**config.mk**
```make
export PLATFORM = sky130hd
export DESIGN_NAME = cert_common_name_parser_top
export DESIGN_NICKNAME = d
export VERILOG_FILES = /design/src/design/cnp_pkg.sv /design/src/design/cnp_char_class.sv /design/src/design/cnp_token_parser.sv /design/src/design/cert_common_name_parser_top.sv
export SDC_FILE = /design/constraint.sdc
export NUM_CORES = 1
export LEC_CHECK = 0
export ABC_CLOCK_PERIOD_IN_PS = 4540
export BUFFER_PORTS_ARGS = -buffer_cell sky130_fd_sc_hd__buf_2
export CORE_MARGIN = 3
export CORE_UTILIZATION = 40
export DETAILED_ROUTE_END_ITERATION = 12
export PLACE_DENSITY = 0.69
export REMOVE_ABC_BUFFERS = 1
export SLEW_MARGIN = 20
export SYNTH_ARGS = -nofsm -noshare
export SYNTH_HDL_FRONTEND = slang
export SYNTH_SLANG_ARGS = --single-unit
export TNS_END_PERCENT = 10
```
**constraint.sdc**
```tcl
create_clock -name clk -period 4.54 [get_ports clk]
set_input_delay 0.908 -clock clk [delete_from_list [all_inputs] [get_ports clk]]
set_output_delay 0.908 -clock clk [all_outputs]
set_load 0.005 [all_outputs]
```
**src/design/cnp_pkg.sv**
```systemverilog
// ----------------------------------------------------------------------------
// cnp_pkg
// shared types, constants and tag tables of the common name parser
// ----------------------------------------------------------------------------
`default_nettype none

package cnp_pkg;

    localparam int unsigned POS_W = 6;

    localparam logic [POS_W-1:0] UUID_LEN    = 6'd36;
    localparam logic [POS_W-1:0] TAG_LEN     = 6'd9;
    localparam logic [POS_W-1:0] TAG_PFX_LEN = 6'd5;
    localparam logic [POS_W-1:0] POS_MAX     = 6'd63;

    localparam logic [POS_W-1:0] HYPHEN_POS_0 = 6'd8;
    localparam logic [POS_W-1:0] HYPHEN_POS_1 = 6'd13;
    localparam logic [POS_W-1:0] HYPHEN_POS_2 = 6'd18;
    localparam logic [POS_W-1:0] HYPHEN_POS_3 = 6'd23;

    localparam logic [7:0] CHAR_NUL    = 8'h00;
    localparam logic [7:0] CHAR_SPACE  = 8'h20;
    localparam logic [7:0] CHAR_TAB    = 8'h09;
    localparam logic [7:0] CHAR_CR     = 8'h0D;
    localparam logic [7:0] CHAR_HYPHEN = 8'h2D;
    localparam logic [7:0] CHAR_COLON  = 8'h3A;
    localparam logic [7:0] CHAR_0      = 8'h30;
    localparam logic [7:0] CHAR_9      = 8'h39;
    localparam logic [7:0] CHAR_LC_A   = 8'h61;
    localparam logic [7:0] CHAR_LC_F   = 8'h66;
    localparam logic [7:0] CHAR_UC_A   = 8'h41;
    localparam logic [7:0] CHAR_UC_F   = 8'h46;
    localparam logic [7:0] CHAR_UC_B   = 8'h42;
    localparam logic [7:0] CHAR_UC_C   = 8'h43;
    localparam logic [7:0] CHAR_UC_D   = 8'h44;
    localparam logic [7:0] CHAR_UC_I   = 8'h49;
    localparam logic [7:0] CHAR_UC_P   = 8'h50;

    localparam int unsigned OUT_DATA_W = 168;

    typedef struct packed {
        logic       is_zero;
        logic       is_space;
        logic       is_hyphen;
        logic       is_hex;
        logic [3:0] hex_val;
    } char_class_t;

    typedef struct packed {
        logic        status;
        logic [63:0] uuid_high;
        logic [63:0] uuid_low;
        logic        has_cid_pid;
        logic [15:0] company_id;
        logic [15:0] product_id;
    } verdict_t;

    // "BCID:" by position
    function automatic logic [7:0] cid_tag_char(input logic [2:0] idx);
        logic [7:0] ch;
        case (idx)
            3'd0:    ch = CHAR_UC_B;
            3'd1:    ch = CHAR_UC_C;
            3'd2:    ch = CHAR_UC_I;
            3'd3:    ch = CHAR_UC_D;
            3'd4:    ch = CHAR_COLON;
            default: ch = CHAR_NUL;
        endcase
        return ch;
    endfunction

    // "BPID:" by position
    function automatic logic [7:0] pid_tag_char(input logic [2:0] idx);
        logic [7:0] ch;
        case (idx)
            3'd0:    ch = CHAR_UC_B;
            3'd1:    ch = CHAR_UC_P;
            3'd2:    ch = CHAR_UC_I;
            3'd3:    ch = CHAR_UC_D;
            3'd4:    ch = CHAR_COLON;
            default: ch = CHAR_NUL;
        endcase
        return ch;
    endfunction

endpackage

`default_nettype wire

```
**src/design/cnp_char_class.sv**
```systemverilog
// ----------------------------------------------------------------------------
// cnp_char_class
// classifies one text byte: end of text, white space, hyphen, hex digit
// ----------------------------------------------------------------------------
`default_nettype none

module cnp_char_class
    import cnp_pkg::*;
(
    input  wire logic [7:0]  name_char,
    output char_class_t      cls
);

    logic       is_dec;
    logic       is_lc;
    logic       is_uc;
    logic [7:0] dec_off;
    logic [7:0] lc_off;
    logic [7:0] uc_off;

    always_comb
    begin
        is_dec  = (name_char >= CHAR_0) && (name_char <= CHAR_9);
        is_lc   = (name_char >= CHAR_LC_A) && (name_char <= CHAR_LC_F);
        is_uc   = (name_char >= CHAR_UC_A) && (name_char <= CHAR_UC_F);
        dec_off = name_char - CHAR_0;
        lc_off  = name_char - CHAR_LC_A + 8'd10;
        uc_off  = name_char - CHAR_UC_A + 8'd10;

        cls.is_zero   = (name_char == CHAR_NUL);
        // c-locale white space: space, tab through carriage return
        cls.is_space  = (name_char == CHAR_SPACE) ||
                        ((name_char >= CHAR_TAB) && (name_char <= CHAR_CR));
        cls.is_hyphen = (name_char == CHAR_HYPHEN);
        cls.is_hex    = is_dec || is_lc || is_uc;
        if (is_dec)
        begin
            cls.hex_val = dec_off[3:0];
        end
        else if (is_lc)
        begin
            cls.hex_val = lc_off[3:0];
        end
        else
        begin
            cls.hex_val = uc_off[3:0];
        end
    end

endmodule

`default_nettype wire

```
**src/design/cnp_token_parser.sv**
```systemverilog
// ----------------------------------------------------------------------------
// cnp_token_parser
// per-byte token state, token close and verdict of one common name
// ----------------------------------------------------------------------------
`default_nettype none

module cnp_token_parser
    import cnp_pkg::*;
(
    input  wire logic        clk,
    input  wire logic        rst_n,
    input  wire logic        step,
    input  wire logic [7:0]  name_char,
    input  wire logic        last_char,
    input  wire char_class_t cls,
    output verdict_t         verdict
);

    logic [POS_W-1:0] pos_reg, pos_next;
    logic             shape_uuid_reg, shape_uuid_next;
    logic             shape_bcid_reg, shape_bcid_next;
    logic             shape_bpid_reg, shape_bpid_next;
    logic [127:0]     nib_reg, nib_next;
    logic [127:0]     kept_uuid_reg, kept_uuid_next;
    logic             seen_uuid_reg, seen_uuid_next;
    logic             seen_cid_reg, seen_cid_next;
    logic             seen_pid_reg, seen_pid_next;
    logic [15:0]      kept_cid_reg, kept_cid_next;
    logic [15:0]      kept_pid_reg, kept_pid_next;
    logic             err_reg, err_next;
    logic             ended_reg, ended_next;

    // token state after the byte is taken
    logic             take;
    logic             close;
    logic [POS_W-1:0] pos1;
    logic             shape_uuid1, shape_bcid1, shape_bpid1;
    logic [127:0]     nib1;
    logic             uuid_ok, bcid_ok, bpid_ok;
    logic             hyphen_slot;
    // token-level outcome after a close
    logic [127:0]     kept_uuid2;
    logic             seen_uuid2, seen_cid2, seen_pid2;
    logic [15:0]      kept_cid2, kept_pid2;
    logic             err2;
    logic             bad;

    always_comb
    begin
        take  = !ended_reg && !cls.is_zero && !cls.is_space;
        close = last_char || (!ended_reg && (cls.is_zero || cls.is_space));

        hyphen_slot = (pos_reg == HYPHEN_POS_0) || (pos_reg == HYPHEN_POS_1) ||
                      (pos_reg == HYPHEN_POS_2) || (pos_reg == HYPHEN_POS_3);
        if (pos_reg < UUID_LEN)
        begin
            uuid_ok = hyphen_slot ? cls.is_hyphen : cls.is_hex;
        end
        else
        begin
            uuid_ok = 1'b0;
        end

        if (pos_reg < TAG_PFX_LEN)
        begin
            bcid_ok = (name_char == cid_tag_char(pos_reg[2:0]));
            bpid_ok = (name_char == pid_tag_char(pos_reg[2:0]));
        end
        else if (pos_reg < TAG_LEN)
        begin
            bcid_ok = cls.is_hex;
            bpid_ok = cls.is_hex;
        end
        else
        begin
            bcid_ok = 1'b0;
            bpid_ok = 1'b0;
        end

        pos1        = pos_reg;
        shape_uuid1 = shape_uuid_reg;
        shape_bcid1 = shape_bcid_reg;
        shape_bpid1 = shape_bpid_reg;
        nib1        = nib_reg;
        if (take)
        begin
            shape_uuid1 = shape_uuid_reg & uuid_ok;
            shape_bcid1 = shape_bcid_reg & bcid_ok;
            shape_bpid1 = shape_bpid_reg & bpid_ok;
            if (cls.is_hex)
            begin
                nib1 = {nib_reg[123:0], cls.hex_val};
            end
            if (pos_reg != POS_MAX)
            begin
                pos1 = pos_reg + 6'd1;
            end
        end

        kept_uuid2 = kept_uuid_reg;
        seen_uuid2 = seen_uuid_reg;
        seen_cid2  = seen_cid_reg;
        seen_pid2  = seen_pid_reg;
        kept_cid2  = kept_cid_reg;
        kept_pid2  = kept_pid_reg;
        err2       = err_reg;
        if (close && (pos1 != '0))
        begin
            if (!seen_uuid_reg && shape_uuid1 && (pos1 == UUID_LEN))
            begin
                kept_uuid2 = nib1;
                seen_uuid2 = 1'b1;
            end
            else if (shape_bcid1 && (pos1 == TAG_LEN))
            begin
                if (seen_cid_reg)
                begin
                    err2 = 1'b1;
                end
                else
                begin
                    kept_cid2 = nib1[15:0];
                    seen_cid2 = 1'b1;
                end
            end
            else if (shape_bpid1 && (pos1 == TAG_LEN))
            begin
                if (seen_pid_reg)
                begin
                    err2 = 1'b1;
                end
                else
                begin
                    kept_pid2 = nib1[15:0];
                    seen_pid2 = 1'b1;
                end
            end
            else
            begin
                err2 = 1'b1;
            end
        end

        bad = err2 || !seen_uuid2 || (seen_cid2 != seen_pid2);
        verdict.status      = bad;
        verdict.uuid_high   = bad ? 64'd0 : kept_uuid2[127:64];
        verdict.uuid_low    = bad ? 64'd0 : kept_uuid2[63:0];
        verdict.has_cid_pid = !bad && seen_cid2 && seen_pid2;
        verdict.company_id  = bad ? 16'd0 : kept_cid2;
        verdict.product_id  = bad ? 16'd0 : kept_pid2;

        pos_next        = pos_reg;
        shape_uuid_next = shape_uuid_reg;
        shape_bcid_next = shape_bcid_reg;
        shape_bpid_next = shape_bpid_reg;
        nib_next        = nib_reg;
        kept_uuid_next  = kept_uuid_reg;
        seen_uuid_next  = seen_uuid_reg;
        seen_cid_next   = seen_cid_reg;
        seen_pid_next   = seen_pid_reg;
        kept_cid_next   = kept_cid_reg;
        kept_pid_next   = kept_pid_reg;
        err_next        = err_reg;
        ended_next      = ended_reg;
        if (step)
        begin
            if (last_char)
            begin
                // verdict given, whole parse state starts over
                pos_next        = '0;
                shape_uuid_next = 1'b1;
                shape_bcid_next = 1'b1;
                shape_bpid_next = 1'b1;
                nib_next        = '0;
                kept_uuid_next  = '0;
                seen_uuid_next  = 1'b0;
                seen_cid_next   = 1'b0;
                seen_pid_next   = 1'b0;
                kept_cid_next   = '0;
                kept_pid_next   = '0;
                err_next        = 1'b0;
                ended_next      = 1'b0;
            end
            else
            begin
                if (close)
                begin
                    pos_next        = '0;
                    shape_uuid_next = 1'b1;
                    shape_bcid_next = 1'b1;
                    shape_bpid_next = 1'b1;
                    nib_next        = '0;
                end
                else
                begin
                    pos_next        = pos1;
                    shape_uuid_next = shape_uuid1;
                    shape_bcid_next = shape_bcid1;
                    shape_bpid_next = shape_bpid1;
                    nib_next        = nib1;
                end
                kept_uuid_next = kept_uuid2;
                seen_uuid_next = seen_uuid2;
                seen_cid_next  = seen_cid2;
                seen_pid_next  = seen_pid2;
                kept_cid_next  = kept_cid2;
                kept_pid_next  = kept_pid2;
                err_next       = err2;
                ended_next     = ended_reg || cls.is_zero;
            end
        end
    end

    always_ff @(posedge clk or negedge rst_n)
    begin
        if (!rst_n)
        begin
            pos_reg        <= '0;
            shape_uuid_reg <= 1'b1;
            shape_bcid_reg <= 1'b1;
            shape_bpid_reg <= 1'b1;
            nib_reg        <= '0;
            kept_uuid_reg  <= '0;
            seen_uuid_reg  <= 1'b0;
            seen_cid_reg   <= 1'b0;
            seen_pid_reg   <= 1'b0;
            kept_cid_reg   <= '0;
            kept_pid_reg   <= '0;
            err_reg        <= 1'b0;
            ended_reg      <= 1'b0;
        end
        else
        begin
            pos_reg        <= pos_next;
            shape_uuid_reg <= shape_uuid_next;
            shape_bcid_reg <= shape_bcid_next;
            shape_bpid_reg <= shape_bpid_next;
            nib_reg        <= nib_next;
            kept_uuid_reg  <= kept_uuid_next;
            seen_uuid_reg  <= seen_uuid_next;
            seen_cid_reg   <= seen_cid_next;
            seen_pid_reg   <= seen_pid_next;
            kept_cid_reg   <= kept_cid_next;
            kept_pid_reg   <= kept_pid_next;
            err_reg        <= err_next;
            ended_reg      <= ended_next;
        end
    end

endmodule

`default_nettype wire

```
**src/design/cert_common_name_parser_top.sv**
```systemverilog
// result: the verdict of a name is valid once its last item, accepted into the
// input register, has moved on into the result register
// throughput: one item per cycle; only a held result with tready low stalls
// the next last-marked item in the input register
// reset: rst_n asynchronous active low; clears all parse state and both
// valid flags, no clearing pass
// ----------------------------------------------------------------------------
// cert_common_name_parser_top
// splits a common name into tokens and gives one verdict per name
// ----------------------------------------------------------------------------
`default_nettype none

module cert_common_name_parser_top
    import cnp_pkg::*;
(
    input  wire logic                  clk,
    input  wire logic                  rst_n,
    input  wire logic                  s_axis_tvalid,
    output logic                       s_axis_tready,
    input  wire logic [7:0]            s_axis_tdata,  // name_char
    input  wire logic                  s_axis_tlast,  // last_char
    output logic                       m_axis_tvalid,
    input  wire logic                  m_axis_tready,
    // status, uuid_high, uuid_low, has_cid_pid, company_id, product_id, zero pad
    output logic [OUT_DATA_W-1:0]      m_axis_tdata
);

    logic        in_valid_reg, in_valid_next;
    logic [7:0]  in_char_reg;
    logic        in_last_reg;
    logic        out_valid_reg, out_valid_next;
    verdict_t    out_reg;
    logic        fire;
    char_class_t cls;
    verdict_t    verdict;

    // a last item needs the result register free or draining
    assign fire = in_valid_reg && (!in_last_reg || !out_valid_reg || m_axis_tready);
    assign s_axis_tready = !in_valid_reg || fire;

    always_comb
    begin
        in_valid_next = in_valid_reg;
        if (s_axis_tready)
        begin
            in_valid_next = s_axis_tvalid;
        end
        out_valid_next = out_valid_reg;
        if (fire && in_last_reg)
        begin
            out_valid_next = 1'b1;
        end
        else if (m_axis_tready)
        begin
            out_valid_next = 1'b0;
        end
    end

    cnp_char_class u_char_class (
        .name_char (in_char_reg),
        .cls       (cls)
    );

    cnp_token_parser u_token_parser (
        .clk       (clk),
        .rst_n     (rst_n),
        .step      (fire),
        .name_char (in_char_reg),
        .last_char (in_last_reg),
        .cls       (cls),
        .verdict   (verdict)
    );

    always_ff @(posedge clk or negedge rst_n)
    begin
        if (!rst_n)
        begin
            in_valid_reg  <= 1'b0;
            out_valid_reg <= 1'b0;
        end
        else
        begin
            in_valid_reg  <= in_valid_next;
            out_valid_reg <= out_valid_next;
        end
    end

    always_ff @(posedge clk)
    begin
        if (s_axis_tready && s_axis_tvalid)
        begin
            in_char_reg <= s_axis_tdata;
            in_last_reg <= s_axis_tlast;
        end
        if (fire && in_last_reg)
        begin
            out_reg <= verdict;
        end
    end

    assign m_axis_tvalid = out_valid_reg;
    assign m_axis_tdata  = {6'd0, out_reg.product_id, out_reg.company_id,
                            out_reg.has_cid_pid, out_reg.uuid_low,
                            out_reg.uuid_high, out_reg.status};

`ifndef NO_ASSERTIONS
    a_last_gives_result: assert property (@(posedge clk) disable iff (!rst_n)
        (fire && in_last_reg) |=> m_axis_tvalid)
        else $error("last item did not produce a result");

    a_stall_only_on_full: assert property (@(posedge clk) disable iff (!rst_n)
        !s_axis_tready |-> (in_valid_reg && in_last_reg && out_valid_reg && !m_axis_tready))
        else $error("input stalled without a held result");

    a_input_held: assert property (@(posedge clk) disable iff (!rst_n)
        (in_valid_reg && !fire) |=> (in_valid_reg && $stable(in_char_reg)
                                     && $stable(in_last_reg)))
        else $error("pending item lost or overwritten");

    a_result_not_clobbered: assert property (@(posedge clk) disable iff (!rst_n)
        (m_axis_tvalid && !m_axis_tready) |=> $stable(m_axis_tdata))
        else $error("held result overwritten");
`endif

endmodule

`default_nettype wire

```
Word level (Yosys, flattened, before mapping):

Index checks and enable logic that the tools add are counted.

* $add $sub $neg: 6
* multipliers: 0
* div/mod/pow operators: 0
* $lt $le $gt $ge: 11
* eq/ne operators: 16
* shift operators: 0
* mux-type cells: 64
* bitwise operators: 3
* reduce and logical (&&, ||, !) cells: 44

Operators by type and width (count)
* $mux W128: 7
* $mux W16: 11
* $pmux W7 S5: 2
* $mux W1: 36
* $mux W6: 4
* $eq A6 B4 Y1 const B: 3
* $logic_and A1 B1 Y1: 17
* $eq A8 B6 Y1 const B: 2
* $eq A8 B8 Y1: 2
* $ge A8 B7 Y1 const B: 2
* $le A8 B7 Y1 const B: 2
* $mux W8: 2
* $logic_or A1 B1 Y1: 14
* $eq A6 B5 Y1 const B: 2
* $sub A4 B1 Y4 const B: 3
* $logic_not A1 Y1: 9
* $add A4 B4 Y4 const B: 2
* $ge A8 B4 Y1 const B: 1
* $ge A8 B6 Y1 const B: 1
* $le A8 B4 Y1 const B: 1
* $le A8 B6 Y1 const B: 1
* $logic_not A8 Y1: 1
* $mux W4: 2
* $add A6 B1 Y6 const B: 1
* other kinds (13): 16

* register bits: 475
* latch bits: 0
* RAM bits: 0
* ROM bits: 0
* input bits: 13
* output and inout bits: 170
* word-level logic and storage cells: 167
* memories: 0

Logic depth before layout (Yosys ltp):

* word-level depth: 18
* depth in mapped cells: 15
* gate-level depth less buffers: 10

By module:

From an unflattened synthesis, not the netlist that was laid out.

* cells, all modules: 1960
* area, all modules: 23368.7 um2

By module, submodules not included
* cnp_token_parser: instances 1, cells an instance 1733, area an instance 17787.1 um2, sequential area each 7561.0 um2
* cert_common_name_parser_top: instances 1, cells an instance 188, area an instance 5290.1 um2, sequential area each 5185.0 um2
* cnp_char_class: instances 1, cells an instance 39, area an instance 291.5 um2, sequential area each 0.0 um2

Worst setup path before layout:

OpenSTA, ideal clock, no wires.

* path type: input port to flip-flop
* from: in m_axis_tready
* to: reg out_reg (netlist bit m_axis_tdata[0]), enable pin
* setup time: 0.517 ns
* arrival: 4.691 ns
* required time: 4.023 ns
* slack: -0.668 ns
* stages on the path: 5
* buffers on the path: 1
* cells stage by stage: nor2b_1 -> a21oi_1 -> clkbuf_1 -> nand2_1 -> inv_1

* word-level cells in the longest chain between the ends: 3

Ends and longest elaborated chain
* start, declared: line cert_common_name_parser_top.sv:23 `input wire logic m_axis_tready,`
* $logic_or A1 B1 Y1: line cert_common_name_parser_top.sv:38 `assign fire = in_valid_reg && (!in_last_reg || !out_valid_reg || m_axis_tready);`
* $logic_and A1 B1 Y1: line cert_common_name_parser_top.sv:38
* $logic_and A1 B1 Y1: line cert_common_name_parser_top.sv:95 `if (fire && in_last_reg)`
* end signal, assigned: line cert_common_name_parser_top.sv:97 `out_reg <= verdict;`
* end, declared: line cert_common_name_parser_top.sv:32 `verdict_t out_reg;`

Every way passes these cells.
A chain may end at the register's enable or synchronous reset.

Final worst setup path:

* from: reg in_char_reg[1]
* to: reg u_token_parser.kept_uuid_reg[69]

* word-level cells in the longest chain between the ends: 13
* elaborated cells between the ends (all ways): 40
* classes of those cells: 8 x order compare; 3 x eq/ne; 9 x mux; 1 x bitwise; 19 x reduce/logical

Ends and longest elaborated chain
* start, declared: line cert_common_name_parser_top.sv:29 `logic [7:0] in_char_reg;`
* start signal, assigned: line cert_common_name_parser_top.sv:92 `in_char_reg <= s_axis_tdata;`
* $ge A8 B6 Y1, or another cell as far along: line cnp_char_class.sv:23 `is_dec = (name_char >= CHAR_0) && (name_char <= CHAR_9);`
* $logic_and A1 B1 Y1 (on tied branches): line cnp_char_class.sv:23, cnp_char_class.sv:24
* $logic_or A1 B1 Y1 (2 in series): line cnp_char_class.sv:35 `cls.is_hex = is_dec || is_lc || is_uc;`
* $mux W1: line cnp_token_parser.sv:57 `uuid_ok = hyphen_slot ? cls.is_hyphen : cls.is_hex;`
* $mux W1: line cnp_token_parser.sv:55 `if (pos_reg < UUID_LEN)`
* $and A1 B1 Y1: line cnp_token_parser.sv:87 `shape_uuid1 = shape_uuid_reg & uuid_ok;`
* $mux W1: line cnp_token_parser.sv:85 `if (take)`
* $logic_and A1 B1 Y1 (2 in series): line cnp_token_parser.sv:109 `if (!seen_uuid_reg && shape_uuid1 && (pos1 == UUID_LEN))`
* $mux W128: line cnp_token_parser.sv:109
* $mux W128 *: line cnp_token_parser.sv:107 `if (close && (pos1 != '0))`
* $mux W128 *: line cnp_token_parser.sv:167 `if (last_char)`
* end signal, assigned: line cnp_token_parser.sv:239 `kept_uuid_reg <= kept_uuid_next;`
* end, declared: line cnp_token_parser.sv:24 `logic [127:0] kept_uuid_reg, kept_uuid_next;`

Mark *: on every way between the ends. The rest lies on a longest branch, timed or not.

==> reports/results.tsv <==
metric	value	unit
io_pins	183	
cts_made_buffers	52	
hp-class	primary input to async pin	
layout-area-overhead-vs-synth	15.0	%
num-nets-final	2096	
postSynth.topFlopCell	dfrtp_1	
first_global_vias	16800	
total_leakage_power	11.2	nW
clkTransAtPathRegs	60	ps
place.gp.congestion	0.865	
die_x	244	microns
detailed_place.area	24400	sq um
clkLatencyLatePin	600	ps
num_rows	86	
totalPowerFinal	9.78	mW
critPathCapture	u_token_parser.kept_uuid_reg[69]	
period_minus_slack	4190	ps
detail_route.drc_violations	0	
drt_pre_antenna_iters	6	
first_iter_violations	1512	
fp.dieH	244	microns
h-tree-depth	2	
worst-endpoint-required	5030	ps
detailroute.via_count	16500	
synth-edff-count	171	
globalRoute.totalOverflow	0	
startpoint	in_char_reg[1]	
start_kind	flip-flop	
report.final.slew_viol_count	0	
synth-seq-cells	475	
antenna_found_initial	0	
fmax	239	MHz
die_area	59700	sq um
netlist_area	22700	sq um
power.density_cell_area	374	nW/um^2
cts_hold_repair.buffers	0	
detailed_place_hpwl	34.0	mm
routed_wire_length_per_instance	19.8	microns
setup-violations-final	0	
timing.reg2reg.worst_path_depth	12	
largest_register_ffs	162	
setup.reg_to_reg.worst_slack	350	ps
worst-path-max-fanout	100	
run_status	completed	
max_clock_skew	29.7	ps
yosysWarnings	0	
synth_sequential_area_ratio	56.1	%
synth_async_sr_flop_share	64.0	%
unrepaired_setup_endpoints_after_global_routing	false	
timing.slew.headroom	41.0	%
postRouteAntennaNets	0	
tritoncts	done	
grt_max_degree	120	
min_period_over_period	92.2	%
vdd.ir_drop.worst	0.000267	V
via_per_inst	5.75	
initial_core_util	40.8	%
cp.arrival	4680	ps
drive_above_1_share	22.3	%
synthesis.area_per_instance	11.5	sq um
ctsRootBufferMaster	clkbuf_16	
timing.final.hold_violations	0	
critical_path.endpoint_type	flip-flop	
core_area	55600	sq um
worst_r2r_endpoint	u_token_parser.kept_uuid_reg[69]	
antennaDiodeCount	0	
wirelength	56.7	mm
clk_path_buf_depth	3	
grtUsageTotal	18.7	%
crit-reg2reg-launch	in_char_reg[1]	
number_of_violations_of_the_max_capacitance_limit	0	
timing.setup.critical_path_class	flip-flop to flip-flop	
worst_slew_pin_slew	885	ps
cts.sinks	475	
syn_inst	1973	
numPortBuffers	176	
synth_cell_type_count	69	
layout.cell_area.non_filler	26100	sq um
grt_pass1_wl	91.9	mm
synth_stat cells, types with 3 or more instances:
library cell / n / share of area [%]
o22ai_1: 15 / 0.41
mux2i_1: 152 / 6.7
nand2b_1: 10 / 0.28
nor3_2: 10 / 0.44
nor4_1: 14 / 0.39
a22oi_1: 130 / 4.3
dfrtp_1: 301 / 33
o21ai_0: 151 / 3.3
nor2b_1: 8 / 0.22
edfxtp_1: 171 / 23
nor2_1: 60 / 0.99
xor2_1: 4 / 0.15
clkbuf_1: 124 / 2.0
buf_2: 37 / 0.82
a31oi_1: 3 / 0.083
xnor2_1: 3 / 0.12
nor3_1: 145 / 3.2
buf_1: 4 / 0.066
o21ai_1: 10 / 0.22
ha_1: 8 / 0.44
o211ai_1: 3 / 0.099
a21boi_0: 3 / 0.099
mux2_2: 136 / 6.7
a2111oi_2: 3 / 0.20
and3_1: 6 / 0.17
a211oi_1: 7 / 0.23
nand3_1: 10 / 0.22
a22o_1: 127 / 4.9
or3_1: 4 / 0.11
nand2_1: 183 / 3.0
a211o_1: 5 / 0.19
inv_1: 27 / 0.45
a211oi_2: 3 / 0.17
a21oi_1: 29 / 0.64
buf_4: 17 / 0.56
nor3b_1: 3 / 0.099
dfstp_2: 3 / 0.35
metal layers:
layer	vias to the layer above	wire [microns]	global-route usage, %
li1	7586	-	-
met5	-	0	0
met4	0	1380	5.61
met2	423	26600	30.3
met3	87	2980	3.33
met1	8376	25700	25.8
worst min path at each step:
| stage | endpoint | startpoint | slack [ps] | cells after the start |
|---|---|---|---|---|
| 6_report | u_token_parser.kept_uuid_reg[117] | rst_n | 370 | 1 |
| 5_1_grt | u_token_parser.kept_uuid_reg[117] | rst_n | 410 | 1 |
| 4_1_cts | u_token_parser.kept_uuid_reg[125] | rst_n | 380 | 1 |
| 3_5_place_dp | u_token_parser.kept_cid_reg[3] | u_token_parser.kept_cid_reg[3] | 480 | 2 |
| 3_3_place_gp | u_token_parser.kept_cid_reg[3] | u_token_parser.kept_cid_reg[3] | 460 | 2 |
| 2_1_floorplan | u_token_parser.kept_pid_reg[14] | u_token_parser.kept_pid_reg[14] | 450 | 1 |
kinds of logic (layout without fill, tap and decap cells):
| group | count (synthesis) | count (layout) | synth area share (%) |
|---|---|---|---|
| DFF | 475 | 475 | 56.1 |
| buffers and inverters | 210 | 350 | 3.99 |
| adders and majority gates | 8 | 8 | 0.441 |
| other | 1 | 6 | 0.0165 |
| xor gates and xnor gates | 7 | 7 | 0.270 |
| muxes | 288 | 288 | 13.4 |
| and+or+nand+nor | 468 | 468 | 9.70 |
| AOI/OAI and AO/OA | 516 | 516 | 16.0 |
timing repair:
| action | CTS | global route |
|---|---|---|
| gates resized for setup | 0 | 1 |
| endpoints found under the setup margin | 0 | 8 |
| setup buffers | 0 | 0 |
per-stage QoR:
stage	setup TNS (ps)	std cells	hold WS, ps	utilization [%]	setup slack (ps)
2_1_floorplan	-2994970	1795	450	-	-8390
5_1_grt	0	2866	415	46.9	0.455
6_report	0	2866	365	46.9	354
3_3_place_gp	0	2769	463	43.8	472
3_5_place_dp	0	2769	476	43.8	424
4_1_cts	0	2866	381	46.9	395
critical path: stages (launching register included):
cell and delay, ps:
edfxtp_1 490, inv_1 150, ha_1 240, nor3b_1 480, a21oi_1 260, a2111oi_0 700, o22ai_1 130, a2111o_2 440
buf_4 230, nor2_4 130, buf_12 440, a22oi_1 150, o21ai_0 200
power breakdown:
part	switching [mW]	total [mW]	internal, mW
Clock	1.76	4.32	2.56
Sequential	0.112	4.71	4.60
Combinational	0.497	0.750	0.253
layout make-up:
type	instances	area (sq um)
Tap cell	748	936
Clock buffer	72	1440
Multi-Input combinational cell	1293	9130
Timing Repair Buffer	226	1470
Sequential cell	475	12700
Clock inverter	25	290
Inverter	27	106
Fill cell	4991	29500
layout by cell type, fill, tap and decap left out, types with 26 or more instances in the layout:
master and instances:
dfrtp_1 301, clkbuf_16 54, o21ai_0 151, buf_2 175, edfxtp_1 171, a22oi_1 130
mux2_2 136, nor3_1 143, inv_1 26, nor2_1 60, a21oi_1 28, a22o_1 127
nand2_1 182, mux2i_1 152, buf_4 34
Power figures use the tool's default switching activity.
